<file path="src/rtl/core/sm3_pkg.sv">
// ----------------------------------------------------------------------------
// SM3 package
// Shared types, constants and bit functions of the SM3 hash engine.
// ----------------------------------------------------------------------------
`default_nettype none

package sm3_pkg;

   typedef logic [31:0] word_type;
   typedef word_type [7:0] regs_type;

   // Message expansion taps read by the round unit.
   typedef struct packed {
      word_type w0;
      word_type w3;
      word_type w4;
      word_type w7;
      word_type w10;
      word_type w13;
   } taps_type;

   typedef enum logic [2:0] {
      ST_IDLE,
      ST_PAD,
      ST_RUN,
      ST_FOLD,
      ST_OUT
   } state_type;

   localparam word_type T_LOW  = 32'h79cc4519;
   localparam word_type T_HIGH = 32'h7a879d8a;
   localparam logic [7:0] PAD_MARK = 8'h80;
   localparam logic [5:0] LEN_POS = 6'd56;
   localparam logic [5:0] LAST_POS = 6'd63;
   localparam logic [5:0] LAST_ROUND = 6'd63;

   // Index 0 is the first word of the initial value.
   localparam regs_type SM3_IV = {
      32'hb0fb0e4e, 32'he38dee4d, 32'h163138aa, 32'ha96f30bc,
      32'hda8a0600, 32'h172442d7, 32'h4914b2b9, 32'h7380166f
   };

   function automatic word_type rotl(input word_type x, input logic [4:0] n);
      logic [63:0] d;
      d = {x, x} << n;
      return d[63:32];
   endfunction

   function automatic word_type perm0(input word_type x);
      return x ^ rotl(x, 5'd9) ^ rotl(x, 5'd17);
   endfunction

   function automatic word_type perm1(input word_type x);
      return x ^ rotl(x, 5'd15) ^ rotl(x, 5'd23);
   endfunction

endpackage

`default_nettype wire

</file>
<file path="src/rtl/core/sm3_if.sv">
// ----------------------------------------------------------------------------
// SM3 channel interfaces
// Valid/ready channels for message bytes and for digest results.
// ----------------------------------------------------------------------------
`default_nettype none

interface sm3_req_if;
   logic       valid;
   logic       ready;
   logic [7:0] msg_byte;
   logic       byte_valid;
   logic       msg_last;

   modport source (output valid, output msg_byte, output byte_valid, output msg_last,
                   input ready);
   modport sink (input valid, input msg_byte, input byte_valid, input msg_last,
                 output ready);
endinterface

interface sm3_rsp_if;
   logic        valid;
   logic        ready;
   logic [31:0] digest_word_0;
   logic [31:0] digest_word_1;
   logic [31:0] digest_word_2;
   logic [31:0] digest_word_3;
   logic [31:0] digest_word_4;
   logic [31:0] digest_word_5;
   logic [31:0] digest_word_6;
   logic [31:0] digest_word_7;

   modport source (output valid, output digest_word_0, output digest_word_1,
                   output digest_word_2, output digest_word_3, output digest_word_4,
                   output digest_word_5, output digest_word_6, output digest_word_7,
                   input ready);
   modport sink (input valid, input digest_word_0, input digest_word_1,
                 input digest_word_2, input digest_word_3, input digest_word_4,
                 input digest_word_5, input digest_word_6, input digest_word_7,
                 output ready);
endinterface

`default_nettype wire

</file>
<file path="src/rtl/core/sm3_round.sv">
// ----------------------------------------------------------------------------
// SM3 round unit
// One compression round and one message expansion step, reused for all rounds.
// ----------------------------------------------------------------------------
`default_nettype none

module sm3_round (
   input  wire sm3_pkg::regs_type regs_now,
   input  wire sm3_pkg::taps_type taps,
   input  wire logic [5:0]        round_idx,
   output sm3_pkg::regs_type      regs_next,
   output sm3_pkg::word_type      w_new
);

   logic              early;
   sm3_pkg::word_type tj;
   sm3_pkg::word_type a12;
   sm3_pkg::word_type ss1;
   sm3_pkg::word_type ss2;
   sm3_pkg::word_type ff;
   sm3_pkg::word_type gg;
   sm3_pkg::word_type tt1;
   sm3_pkg::word_type tt2;

   assign early = (round_idx[5:4] == 2'b00);
   assign tj = early ? sm3_pkg::T_LOW : sm3_pkg::T_HIGH;
   assign a12 = sm3_pkg::rotl(regs_now[0], 5'd12);
   assign ss1 = sm3_pkg::rotl(a12 + regs_now[4] + sm3_pkg::rotl(tj, round_idx[4:0]), 5'd7);
   assign ss2 = ss1 ^ a12;

   always_comb begin
      if (early) begin
         ff = regs_now[0] ^ regs_now[1] ^ regs_now[2];
         gg = regs_now[4] ^ regs_now[5] ^ regs_now[6];
      end else begin
         ff = (regs_now[0] & regs_now[1]) | (regs_now[0] & regs_now[2])
            | (regs_now[1] & regs_now[2]);
         gg = (regs_now[4] & regs_now[5]) | (~regs_now[4] & regs_now[6]);
      end
   end

   assign tt1 = ff + regs_now[3] + ss2 + (taps.w0 ^ taps.w4);
   assign tt2 = gg + regs_now[7] + ss1 + taps.w0;

   always_comb begin
      regs_next[3] = regs_now[2];
      regs_next[2] = sm3_pkg::rotl(regs_now[1], 5'd9);
      regs_next[1] = regs_now[0];
      regs_next[0] = tt1;
      regs_next[7] = regs_now[6];
      regs_next[6] = sm3_pkg::rotl(regs_now[5], 5'd19);
      regs_next[5] = regs_now[4];
      regs_next[4] = sm3_pkg::perm0(tt2);
   end

   // Next expanded word W[j+16] from the sliding window.
   assign w_new = sm3_pkg::perm1(taps.w0 ^ taps.w7 ^ sm3_pkg::rotl(taps.w13, 5'd15))
                ^ sm3_pkg::rotl(taps.w3, 5'd7) ^ taps.w10;

endmodule

`default_nettype wire

</file>
<file path="src/rtl/core/sm3_hash_engine.sv">
// ----------------------------------------------------------------------------
// SM3 hash engine
// Byte-serial SM3 (256-bit digest) with padding and an iterative round unit.
// ----------------------------------------------------------------------------
// Usage:
// The req channel carries one message byte per request, with byte_valid to
// mark a real byte and msg_last to end the message. Bytes are taken one per
// cycle while a 64-byte block fills. The request that completes a block
// starts a compression: the rounds through the one round unit, then a fold
// into the chaining value, while req.ready is low. A request with msg_last
// pads the message one byte per cycle (0x80, zeros to offset 56, the 64-bit
// bit length), running one or two more compressions. The digest is then
// held on the rsp channel until it is taken; no request is accepted while
// it waits. After it is taken the engine returns to the initial value with
// a zero count. An empty message is a last request with byte_valid low.
// Synchronous reset puts the engine into the same fresh state, with no
// result pending.
// ----------------------------------------------------------------------------
`default_nettype none

module sm3_hash_engine (
   input  wire logic   clock,
   input  wire logic   reset,
   sm3_req_if.sink     req_chan,
   sm3_rsp_if.source   rsp_chan
);

   sm3_pkg::state_type state_ff, state_in;
   logic [5:0]         round_ff, round_in;
   logic [5:0]         pos_ff, pos_in;
   logic [63:0]        count_ff, count_in;
   logic [63:0]        len_ff, len_in;
   logic               pad_ff, pad_in;
   logic               mark_ff, mark_in;
   logic               lenact_ff, lenact_in;
   logic               done_ff, done_in;
   sm3_pkg::regs_type  chain_ff, chain_in;
   sm3_pkg::regs_type  regs_ff, regs_in;
   sm3_pkg::word_type  window_ff [16];
   sm3_pkg::word_type  window_in [16];

   logic               req_ready;
   logic               rsp_valid;
   logic               accept;
   logic               out_done;
   logic               place;
   logic               run;
   logic               fold;
   logic               len_phase;
   logic               blk_full;
   logic [7:0]         place_byte;
   logic [63:0]        count_inc;
   sm3_pkg::taps_type  taps;
   sm3_pkg::regs_type  regs_next;
   sm3_pkg::word_type  w_new;

   assign accept    = req_chan.valid && req_ready;
   assign out_done  = rsp_valid && rsp_chan.ready;
   assign len_phase = mark_ff && (lenact_ff || pos_ff == sm3_pkg::LEN_POS);
   assign blk_full  = place && (pos_ff == sm3_pkg::LAST_POS);
   assign count_inc = count_ff + {63'd0, req_chan.byte_valid};

   // Next state.
   always_comb begin
      state_in = state_ff;
      case (state_ff)
         sm3_pkg::ST_IDLE: begin
            if (accept) begin
               if (req_chan.byte_valid && pos_ff == sm3_pkg::LAST_POS) begin
                  state_in = sm3_pkg::ST_RUN;
               end else if (req_chan.msg_last) begin
                  state_in = sm3_pkg::ST_PAD;
               end
            end
         end
         sm3_pkg::ST_PAD: begin
            if (pos_ff == sm3_pkg::LAST_POS) begin
               state_in = sm3_pkg::ST_RUN;
            end
         end
         sm3_pkg::ST_RUN: begin
            if (round_ff == sm3_pkg::LAST_ROUND) begin
               state_in = sm3_pkg::ST_FOLD;
            end
         end
         sm3_pkg::ST_FOLD: begin
            if (done_ff) begin
               state_in = sm3_pkg::ST_OUT;
            end else if (pad_ff) begin
               state_in = sm3_pkg::ST_PAD;
            end else begin
               state_in = sm3_pkg::ST_IDLE;
            end
         end
         sm3_pkg::ST_OUT: begin
            if (rsp_chan.ready) begin
               state_in = sm3_pkg::ST_IDLE;
            end
         end
         default: state_in = sm3_pkg::ST_IDLE;
      endcase
   end

   // State decode.
   always_comb begin
      req_ready  = 1'b0;
      rsp_valid  = 1'b0;
      place      = 1'b0;
      run        = 1'b0;
      fold       = 1'b0;
      place_byte = req_chan.msg_byte;
      case (state_ff)
         sm3_pkg::ST_IDLE: begin
            req_ready = 1'b1;
            place     = req_chan.valid && req_chan.byte_valid;
         end
         sm3_pkg::ST_PAD: begin
            place = 1'b1;
            if (!mark_ff) begin
               place_byte = sm3_pkg::PAD_MARK;
            end else if (len_phase) begin
               place_byte = len_ff[63:56];
            end else begin
               place_byte = 8'h00;
            end
         end
         sm3_pkg::ST_RUN:  run = 1'b1;
         sm3_pkg::ST_FOLD: fold = 1'b1;
         sm3_pkg::ST_OUT:  rsp_valid = 1'b1;
         default: begin
         end
      endcase
   end

   // Control and counters.
   always_comb begin
      round_in  = round_ff;
      pos_in    = pos_ff;
      count_in  = count_ff;
      pad_in    = pad_ff;
      mark_in   = mark_ff;
      lenact_in = lenact_ff;
      done_in   = done_ff;
      chain_in  = chain_ff;
      if (run) begin
         round_in = round_ff + 6'd1;
      end
      if (place) begin
         pos_in = pos_ff + 6'd1;
      end
      if (accept) begin
         count_in = count_inc;
         if (req_chan.msg_last) begin
            pad_in = 1'b1;
         end
      end
      if (state_ff == sm3_pkg::ST_PAD) begin
         mark_in = 1'b1;
         if (len_phase) begin
            lenact_in = 1'b1;
            if (pos_ff == sm3_pkg::LAST_POS) begin
               done_in = 1'b1;
            end
         end
      end
      if (fold) begin
         for (int k = 0; k < 8; k++) begin
            chain_in[k] = chain_ff[k] ^ regs_ff[k];
         end
      end
      if (out_done) begin
         pos_in    = 6'd0;
         count_in  = 64'd0;
         pad_in    = 1'b0;
         mark_in   = 1'b0;
         lenact_in = 1'b0;
         done_in   = 1'b0;
         chain_in  = sm3_pkg::SM3_IV;
      end
   end

   // Datapath: length shifter, working registers and message window.
   always_comb begin
      len_in = len_ff;
      if (accept && req_chan.msg_last) begin
         len_in = {count_inc[60:0], 3'b000};
      end else if (state_ff == sm3_pkg::ST_PAD && len_phase) begin
         len_in = {len_ff[55:0], 8'h00};
      end
      regs_in = regs_ff;
      if (blk_full) begin
         regs_in = chain_ff;
      end else if (run) begin
         regs_in = regs_next;
      end
      window_in = window_ff;
      if (place) begin
         // The 64-byte block slides left by one byte; the new byte enters last.
         for (int k = 0; k < 15; k++) begin
            window_in[k] = {window_ff[k][23:0], window_ff[k + 1][31:24]};
         end
         window_in[15] = {window_ff[15][23:0], place_byte};
      end else if (run) begin
         for (int k = 0; k < 15; k++) begin
            window_in[k] = window_ff[k + 1];
         end
         window_in[15] = w_new;
      end
   end

   assign taps.w0  = window_ff[0];
   assign taps.w3  = window_ff[3];
   assign taps.w4  = window_ff[4];
   assign taps.w7  = window_ff[7];
   assign taps.w10 = window_ff[10];
   assign taps.w13 = window_ff[13];

   sm3_round u_round (
      .regs_now  (regs_ff),
      .taps      (taps),
      .round_idx (round_ff),
      .regs_next (regs_next),
      .w_new     (w_new)
   );

   always_ff @(posedge clock) begin
      if (reset) begin
         state_ff  <= sm3_pkg::ST_IDLE;
         round_ff  <= 6'd0;
         pos_ff    <= 6'd0;
         count_ff  <= 64'd0;
         pad_ff    <= 1'b0;
         mark_ff   <= 1'b0;
         lenact_ff <= 1'b0;
         done_ff   <= 1'b0;
         chain_ff  <= sm3_pkg::SM3_IV;
      end else begin
         state_ff  <= state_in;
         round_ff  <= round_in;
         pos_ff    <= pos_in;
         count_ff  <= count_in;
         pad_ff    <= pad_in;
         mark_ff   <= mark_in;
         lenact_ff <= lenact_in;
         done_ff   <= done_in;
         chain_ff  <= chain_in;
      end
   end

   always_ff @(posedge clock) begin
      len_ff    <= len_in;
      regs_ff   <= regs_in;
      window_ff <= window_in;
   end

   assign req_chan.ready = req_ready;
   assign rsp_chan.valid = rsp_valid;
   assign rsp_chan.digest_word_0 = chain_ff[0];
   assign rsp_chan.digest_word_1 = chain_ff[1];
   assign rsp_chan.digest_word_2 = chain_ff[2];
   assign rsp_chan.digest_word_3 = chain_ff[3];
   assign rsp_chan.digest_word_4 = chain_ff[4];
   assign rsp_chan.digest_word_5 = chain_ff[5];
   assign rsp_chan.digest_word_6 = chain_ff[6];
   assign rsp_chan.digest_word_7 = chain_ff[7];

   // The engine never takes a request while a digest is waiting.
   assert property (@(posedge clock) disable iff (reset)
      !(req_ready && rsp_valid))
      else $error("request accepted while digest pending");

   // The last round is always followed by the fold into the chaining value.
   assert property (@(posedge clock) disable iff (reset)
      (state_ff == sm3_pkg::ST_RUN && round_ff == sm3_pkg::LAST_ROUND)
      |=> (state_ff == sm3_pkg::ST_FOLD && round_ff == 6'd0))
      else $error("compression did not end after the last round");

   // Padding always ends on a block boundary.
   assert property (@(posedge clock) disable iff (reset)
      rsp_valid |-> (pos_ff == 6'd0 && done_ff))
      else $error("digest shown with a partial block");

   // A compression starts only on the byte that fills the block.
   assert property (@(posedge clock) disable iff (reset)
      ($rose(run)) |-> $past(blk_full))
      else $error("compression started without a full block");

endmodule

`default_nettype wire

</file>
<file path="src/flat_wrapper.sv">
// flat-port wrapper written by rule: the top's interface ports become plain ports
module sm3_hash_engine_flat 
  (clock, reset, req_chan_valid, req_chan_msg_byte, req_chan_byte_valid, req_chan_msg_last, req_chan_ready, rsp_chan_valid, rsp_chan_digest_word_0, rsp_chan_digest_word_1, rsp_chan_digest_word_2, rsp_chan_digest_word_3, rsp_chan_digest_word_4, rsp_chan_digest_word_5, rsp_chan_digest_word_6, rsp_chan_digest_word_7, rsp_chan_ready);
  sm3_req_if req_chan_i ();
  sm3_rsp_if rsp_chan_i ();
  input  wire logic clock;
  input  wire logic reset;
  input wire logic [$bits(req_chan_i.valid)-1:0] req_chan_valid;
  input wire logic [$bits(req_chan_i.msg_byte)-1:0] req_chan_msg_byte;
  input wire logic [$bits(req_chan_i.byte_valid)-1:0] req_chan_byte_valid;
  input wire logic [$bits(req_chan_i.msg_last)-1:0] req_chan_msg_last;
  output wire logic [$bits(req_chan_i.ready)-1:0] req_chan_ready;
  output wire logic [$bits(rsp_chan_i.valid)-1:0] rsp_chan_valid;
  output wire logic [$bits(rsp_chan_i.digest_word_0)-1:0] rsp_chan_digest_word_0;
  output wire logic [$bits(rsp_chan_i.digest_word_1)-1:0] rsp_chan_digest_word_1;
  output wire logic [$bits(rsp_chan_i.digest_word_2)-1:0] rsp_chan_digest_word_2;
  output wire logic [$bits(rsp_chan_i.digest_word_3)-1:0] rsp_chan_digest_word_3;
  output wire logic [$bits(rsp_chan_i.digest_word_4)-1:0] rsp_chan_digest_word_4;
  output wire logic [$bits(rsp_chan_i.digest_word_5)-1:0] rsp_chan_digest_word_5;
  output wire logic [$bits(rsp_chan_i.digest_word_6)-1:0] rsp_chan_digest_word_6;
  output wire logic [$bits(rsp_chan_i.digest_word_7)-1:0] rsp_chan_digest_word_7;
  input wire logic [$bits(rsp_chan_i.ready)-1:0] rsp_chan_ready;
  assign req_chan_i.valid = req_chan_valid;
  assign req_chan_i.msg_byte = req_chan_msg_byte;
  assign req_chan_i.byte_valid = req_chan_byte_valid;
  assign req_chan_i.msg_last = req_chan_msg_last;
  assign req_chan_ready = req_chan_i.ready;
  assign rsp_chan_valid = rsp_chan_i.valid;
  assign rsp_chan_digest_word_0 = rsp_chan_i.digest_word_0;
  assign rsp_chan_digest_word_1 = rsp_chan_i.digest_word_1;
  assign rsp_chan_digest_word_2 = rsp_chan_i.digest_word_2;
  assign rsp_chan_digest_word_3 = rsp_chan_i.digest_word_3;
  assign rsp_chan_digest_word_4 = rsp_chan_i.digest_word_4;
  assign rsp_chan_digest_word_5 = rsp_chan_i.digest_word_5;
  assign rsp_chan_digest_word_6 = rsp_chan_i.digest_word_6;
  assign rsp_chan_digest_word_7 = rsp_chan_i.digest_word_7;
  assign rsp_chan_i.ready = rsp_chan_ready;
  sm3_hash_engine u_core (.clock(clock), .reset(reset), .req_chan(req_chan_i), .rsp_chan(rsp_chan_i));
endmodule
</file>
<file path="config.mk">
export PLATFORM = sky130hd
export DESIGN_NAME = sm3_hash_engine_flat
export DESIGN_NICKNAME = d
export VERILOG_FILES = /design/src/rtl/core/sm3_pkg.sv /design/src/rtl/core/sm3_if.sv /design/src/rtl/core/sm3_round.sv /design/src/rtl/core/sm3_hash_engine.sv /design/src/flat_wrapper.sv
export SDC_FILE = /design/constraint.sdc
export NUM_CORES = 2
export LEC_CHECK = 0
export BUFFER_PORTS_ARGS = -buffer_cell sky130_fd_sc_hd__buf_2
export CORE_MARGIN = 3
export CORE_UTILIZATION = 60
export DETAILED_ROUTE_END_ITERATION = 7
export GPL_TIMING_DRIVEN = 0
export PLACE_DENSITY = 0.82
export SLEW_MARGIN = 20
export SYNTH_ARGS = -nofsm -noshare
export SYNTH_HDL_FRONTEND = slang
export SYNTH_SLANG_ARGS = --single-unit
export TNS_END_PERCENT = 20
</file>
<file path="constraint.sdc">
create_clock -name clock -period 13.9 [get_ports clock]
set_clock_uncertainty 0.05 [all_clocks]
set_input_delay 0.695 -clock clock [delete_from_list [all_inputs] [get_ports clock]]
set_output_delay 0.695 -clock clock [all_outputs]
set_load 0.01 [all_outputs]
</file>
==> results.ini <==
[place]
place_inst = 8482
placed_area_um2 = 67000
port_buffers = 271
gp_congestion = 1.08
dp_hpwl_mm = 178

[global_routing]
antenna_found_initial = 3
grt_max_degree = 62
grt_pass1_wl_mm = 328
met2_usage_pct = 63.0
grt_pass1_vias = 49900
grtUsageMet3_pct = 10.1
use_met1_pct = 53.2
grt_overflow = 0
top_usage_layer = met2
grt_usage_pct = 41.2

[final_layout]
area_growth_pct = 12.2
instances_no_fill = 8708
multiInputGateArea_um2 = 29500
nNetsFinal = 7526
stdcell_area_um2 = 71200
fill_cells = 8157
seqCellArea_um2 = 31600
drive_gt1_share_pct = 7.62

[timing]
hold_viol = 0
slew_headroom_pct = 18.8
rsz0062_at_grt = false
max_freq_mhz = 74.2
fin_crit_sh_pct = 96.9
worstMarginPinSlew_ps = 1220
tns_ps = 0
setup_viol = 0
final.min_clock_period_ps = 13480
finalMaxSlewViolations = 0

[clocking]
cts.sinks = 1165
holdBufCountCts = 0
clkLatencyLatePin_ps = 760
cts_max_level = 3
clockRootBuffer = clkbuf_16
cts_tree = yes
numCtsBuffers = 118
clock_path_buffers = 3
clk_pin_slew_ps = 60
cts_resized = 0
cts_setup_buffers = 0

[die]
fp.coreArea_um2 = 104000
fp.dieH_um = 331
row_count = 118
start_util_pct = 60.9
ios = 272
die_area_um2 = 110000
fp.dieW_um = 331

[synthesis]
syn_nets = 7116
synth_area_um2 = 63400
yosysTopAreaCell = edfxtp_1
synth-main-ff-cell = edfxtp_1
syn_avg_cell_area_um2 = 9.31
ys_types = 80
synth_top_area_share_pct = 39.2
synth_edf_count = 829
synthTopCellsByArea = edfxtp_1 39%, nand2_1 14%, dfxtp_1 11%, fa_1 5.9%, xnor2_1 5.1%
ys_warn_count = 0
netlist_top_cells_count = 2346 x nand2_1, 829 x edfxtp_1, 432 x o21ai_0
ys_ff_latch = 1165
synthArstFlopShare_pct = 0
synthCells = 6812
ys_seq_area_share_pct = 49.8
yosysMostFrequentCell = nand2_1

[job]
drv_cap = 0

[route]
viasPerCell = 6.09
postRouteWirelength_mm = 229
vias = 53000
drt_first_pass_iters = 8
route.detailed.drc = 0
drt-initial-drc-count = 7723
ant_nets = 0
wl_per_cell_um = 26.3

[worst_hold_path]
hold_end = u_core.state_ff[2]$_SDFFE_PP0P_
hp-class = primary input to flip-flop
hold_path_depth = 4
hp-start = rsp_chan_ready

[worst_setup_path]
r2r_end = u_core.regs_ff[133]$_DFFE_PP_
critPathCaptureType = flip-flop
slowest_delay_ps = 840
crit_top_cell = clkbuf_1
crit_required_ps = 14430
arrival_ps = 14010
crit_path_top_delay_cell = clkbuf_1
startpoint_type = flip-flop
r2r_setup_slack_ps = 420
reg2reg_from = u_core.round_ff[4]$_SDFFE_PP0P_
critPathMaxFanout = 13
worst-setup-path-type = flip-flop to flip-flop
reg2regPathDepth = 40

[run_status]
status = complete, no violations

==> worst max path at each step <==
stage	start	to	slack [ps]	cells after the start
finish	u_core.round_ff[4]$_SDFFE_PP0P_	u_core.regs_ff[133]$_DFFE_PP_	420	40
floorplan	u_core.round_ff[4]$_SDFFE_PP0P_	u_core.regs_ff[157]$_DFFE_PP_	4140	39
global route	u_core.round_ff[4]$_SDFFE_PP0P_	u_core.regs_ff[133]$_DFFE_PP_	80	40
detailed placement	u_core.round_ff[4]$_SDFFE_PP0P_	u_core.regs_ff[133]$_DFFE_PP_	900	40
global placement	u_core.round_ff[4]$_SDFFE_PP0P_	u_core.regs_ff[133]$_DFFE_PP_	830	40
CTS	u_core.round_ff[4]$_SDFFE_PP0P_	u_core.regs_ff[133]$_DFFE_PP_	870	40
==> cell families (layout without fill, tap and decap cells) <==
family,count (synthesis),after routing,share of synthesized area (%)
other,0,1,0
adder cells (fa/ha/maj),292,292,7.98
flip-flops,1165,1165,49.8
AO/OA/AOI/OAI,914,914,8.11
buffers and inverters,623,1138,3.75
XOR/XNOR,685,685,9.60
multiplexers,81,81,1.31
AND/OR/NAND/NOR,3052,3052,19.4
==> layer usage <==
layer  vias to the layer above  share of wire [%]
li1                      23400                  -
met1                     25300                 36
met2                      3609                 44
met3                       693                 13
met4                         4                7.6
met5                         -              0.012
==> critical path: cells and delay by family, from the launching register on <==
kind | cells | cell delay, ps
buf+inv | 8 | 3670
flops | 1 | 310
fa+ha+maj | 7 | 2790
simple gates | 4 | 650
mux | 1 | 230
xor+xnor | 3 | 1720
compound gates | 17 | 3860
==> registers in the layout, summed over array words and instances (netlist names), 3 cells and up <==
signal and flops:
u_core.rsp_chan.digest_word_5 32, u_core.rsp_chan.digest_word_0 32, u_core.round_ff 6, u_core.len_ff 61, u_core.rsp_chan.digest_word_3 32, u_core.rsp_chan.digest_word_1 32, u_core.regs_ff 256, u_core.taps 192
u_core.window_ff 320, u_core.rsp_chan.digest_word_4 32, u_core.rsp_chan.digest_word_7 32, u_core.state_ff 3, u_core.pos_ff 6, u_core.count_ff 61, u_core.rsp_chan.digest_word_6 32, u_core.rsp_chan.digest_word_2 32
==> through the flow <==
stage | hold slack (ps) | worst slack (ps) | util [%]
2_1_floorplan | 377 | 4140 | -
3_3_place_gp | 385 | 835 | 63.8
3_5_place_dp | 408 | 902 | 64.3
4_1_cts | 271 | 866 | 68.3
5_1_grt | 301 | 84.8 | 68.3
6_report | 285 | 424 | 68.3
==> cell type report <==
class / count / share of cell area, %
flip-flops and latches: 1165 / 44.4
multi-input cells: 5024 / 41.4
clock buffers: 153 / 4.51
repair buffers: 290 / 2.51
well taps: 1380 / 2.43
plain buffers: 339 / 1.86
inverters: 284 / 1.50
clock inverters: 72 / 1.36
diodes: 1 / 0.00352
==> layout by cell type (no fill, tap or decap), types with 150 or more instances in the layout <==
| cell type | n |
|---|---|
| a21oi_1 | 278 |
| and3_1 | 150 |
| buf_2 | 281 |
| clkbuf_1 | 326 |
| dfxtp_1 | 336 |
| edfxtp_1 | 829 |
| fa_1 | 188 |
| inv_1 | 283 |
| nand2_1 | 2346 |
| nor2_1 | 355 |
| o21ai_0 | 432 |
| xnor2_1 | 368 |
| xor2_1 | 310 |
Power is left out: the tool's default activity adds up to more than one toggle a clock period on the data nets, which glitch-free logic cannot reach.
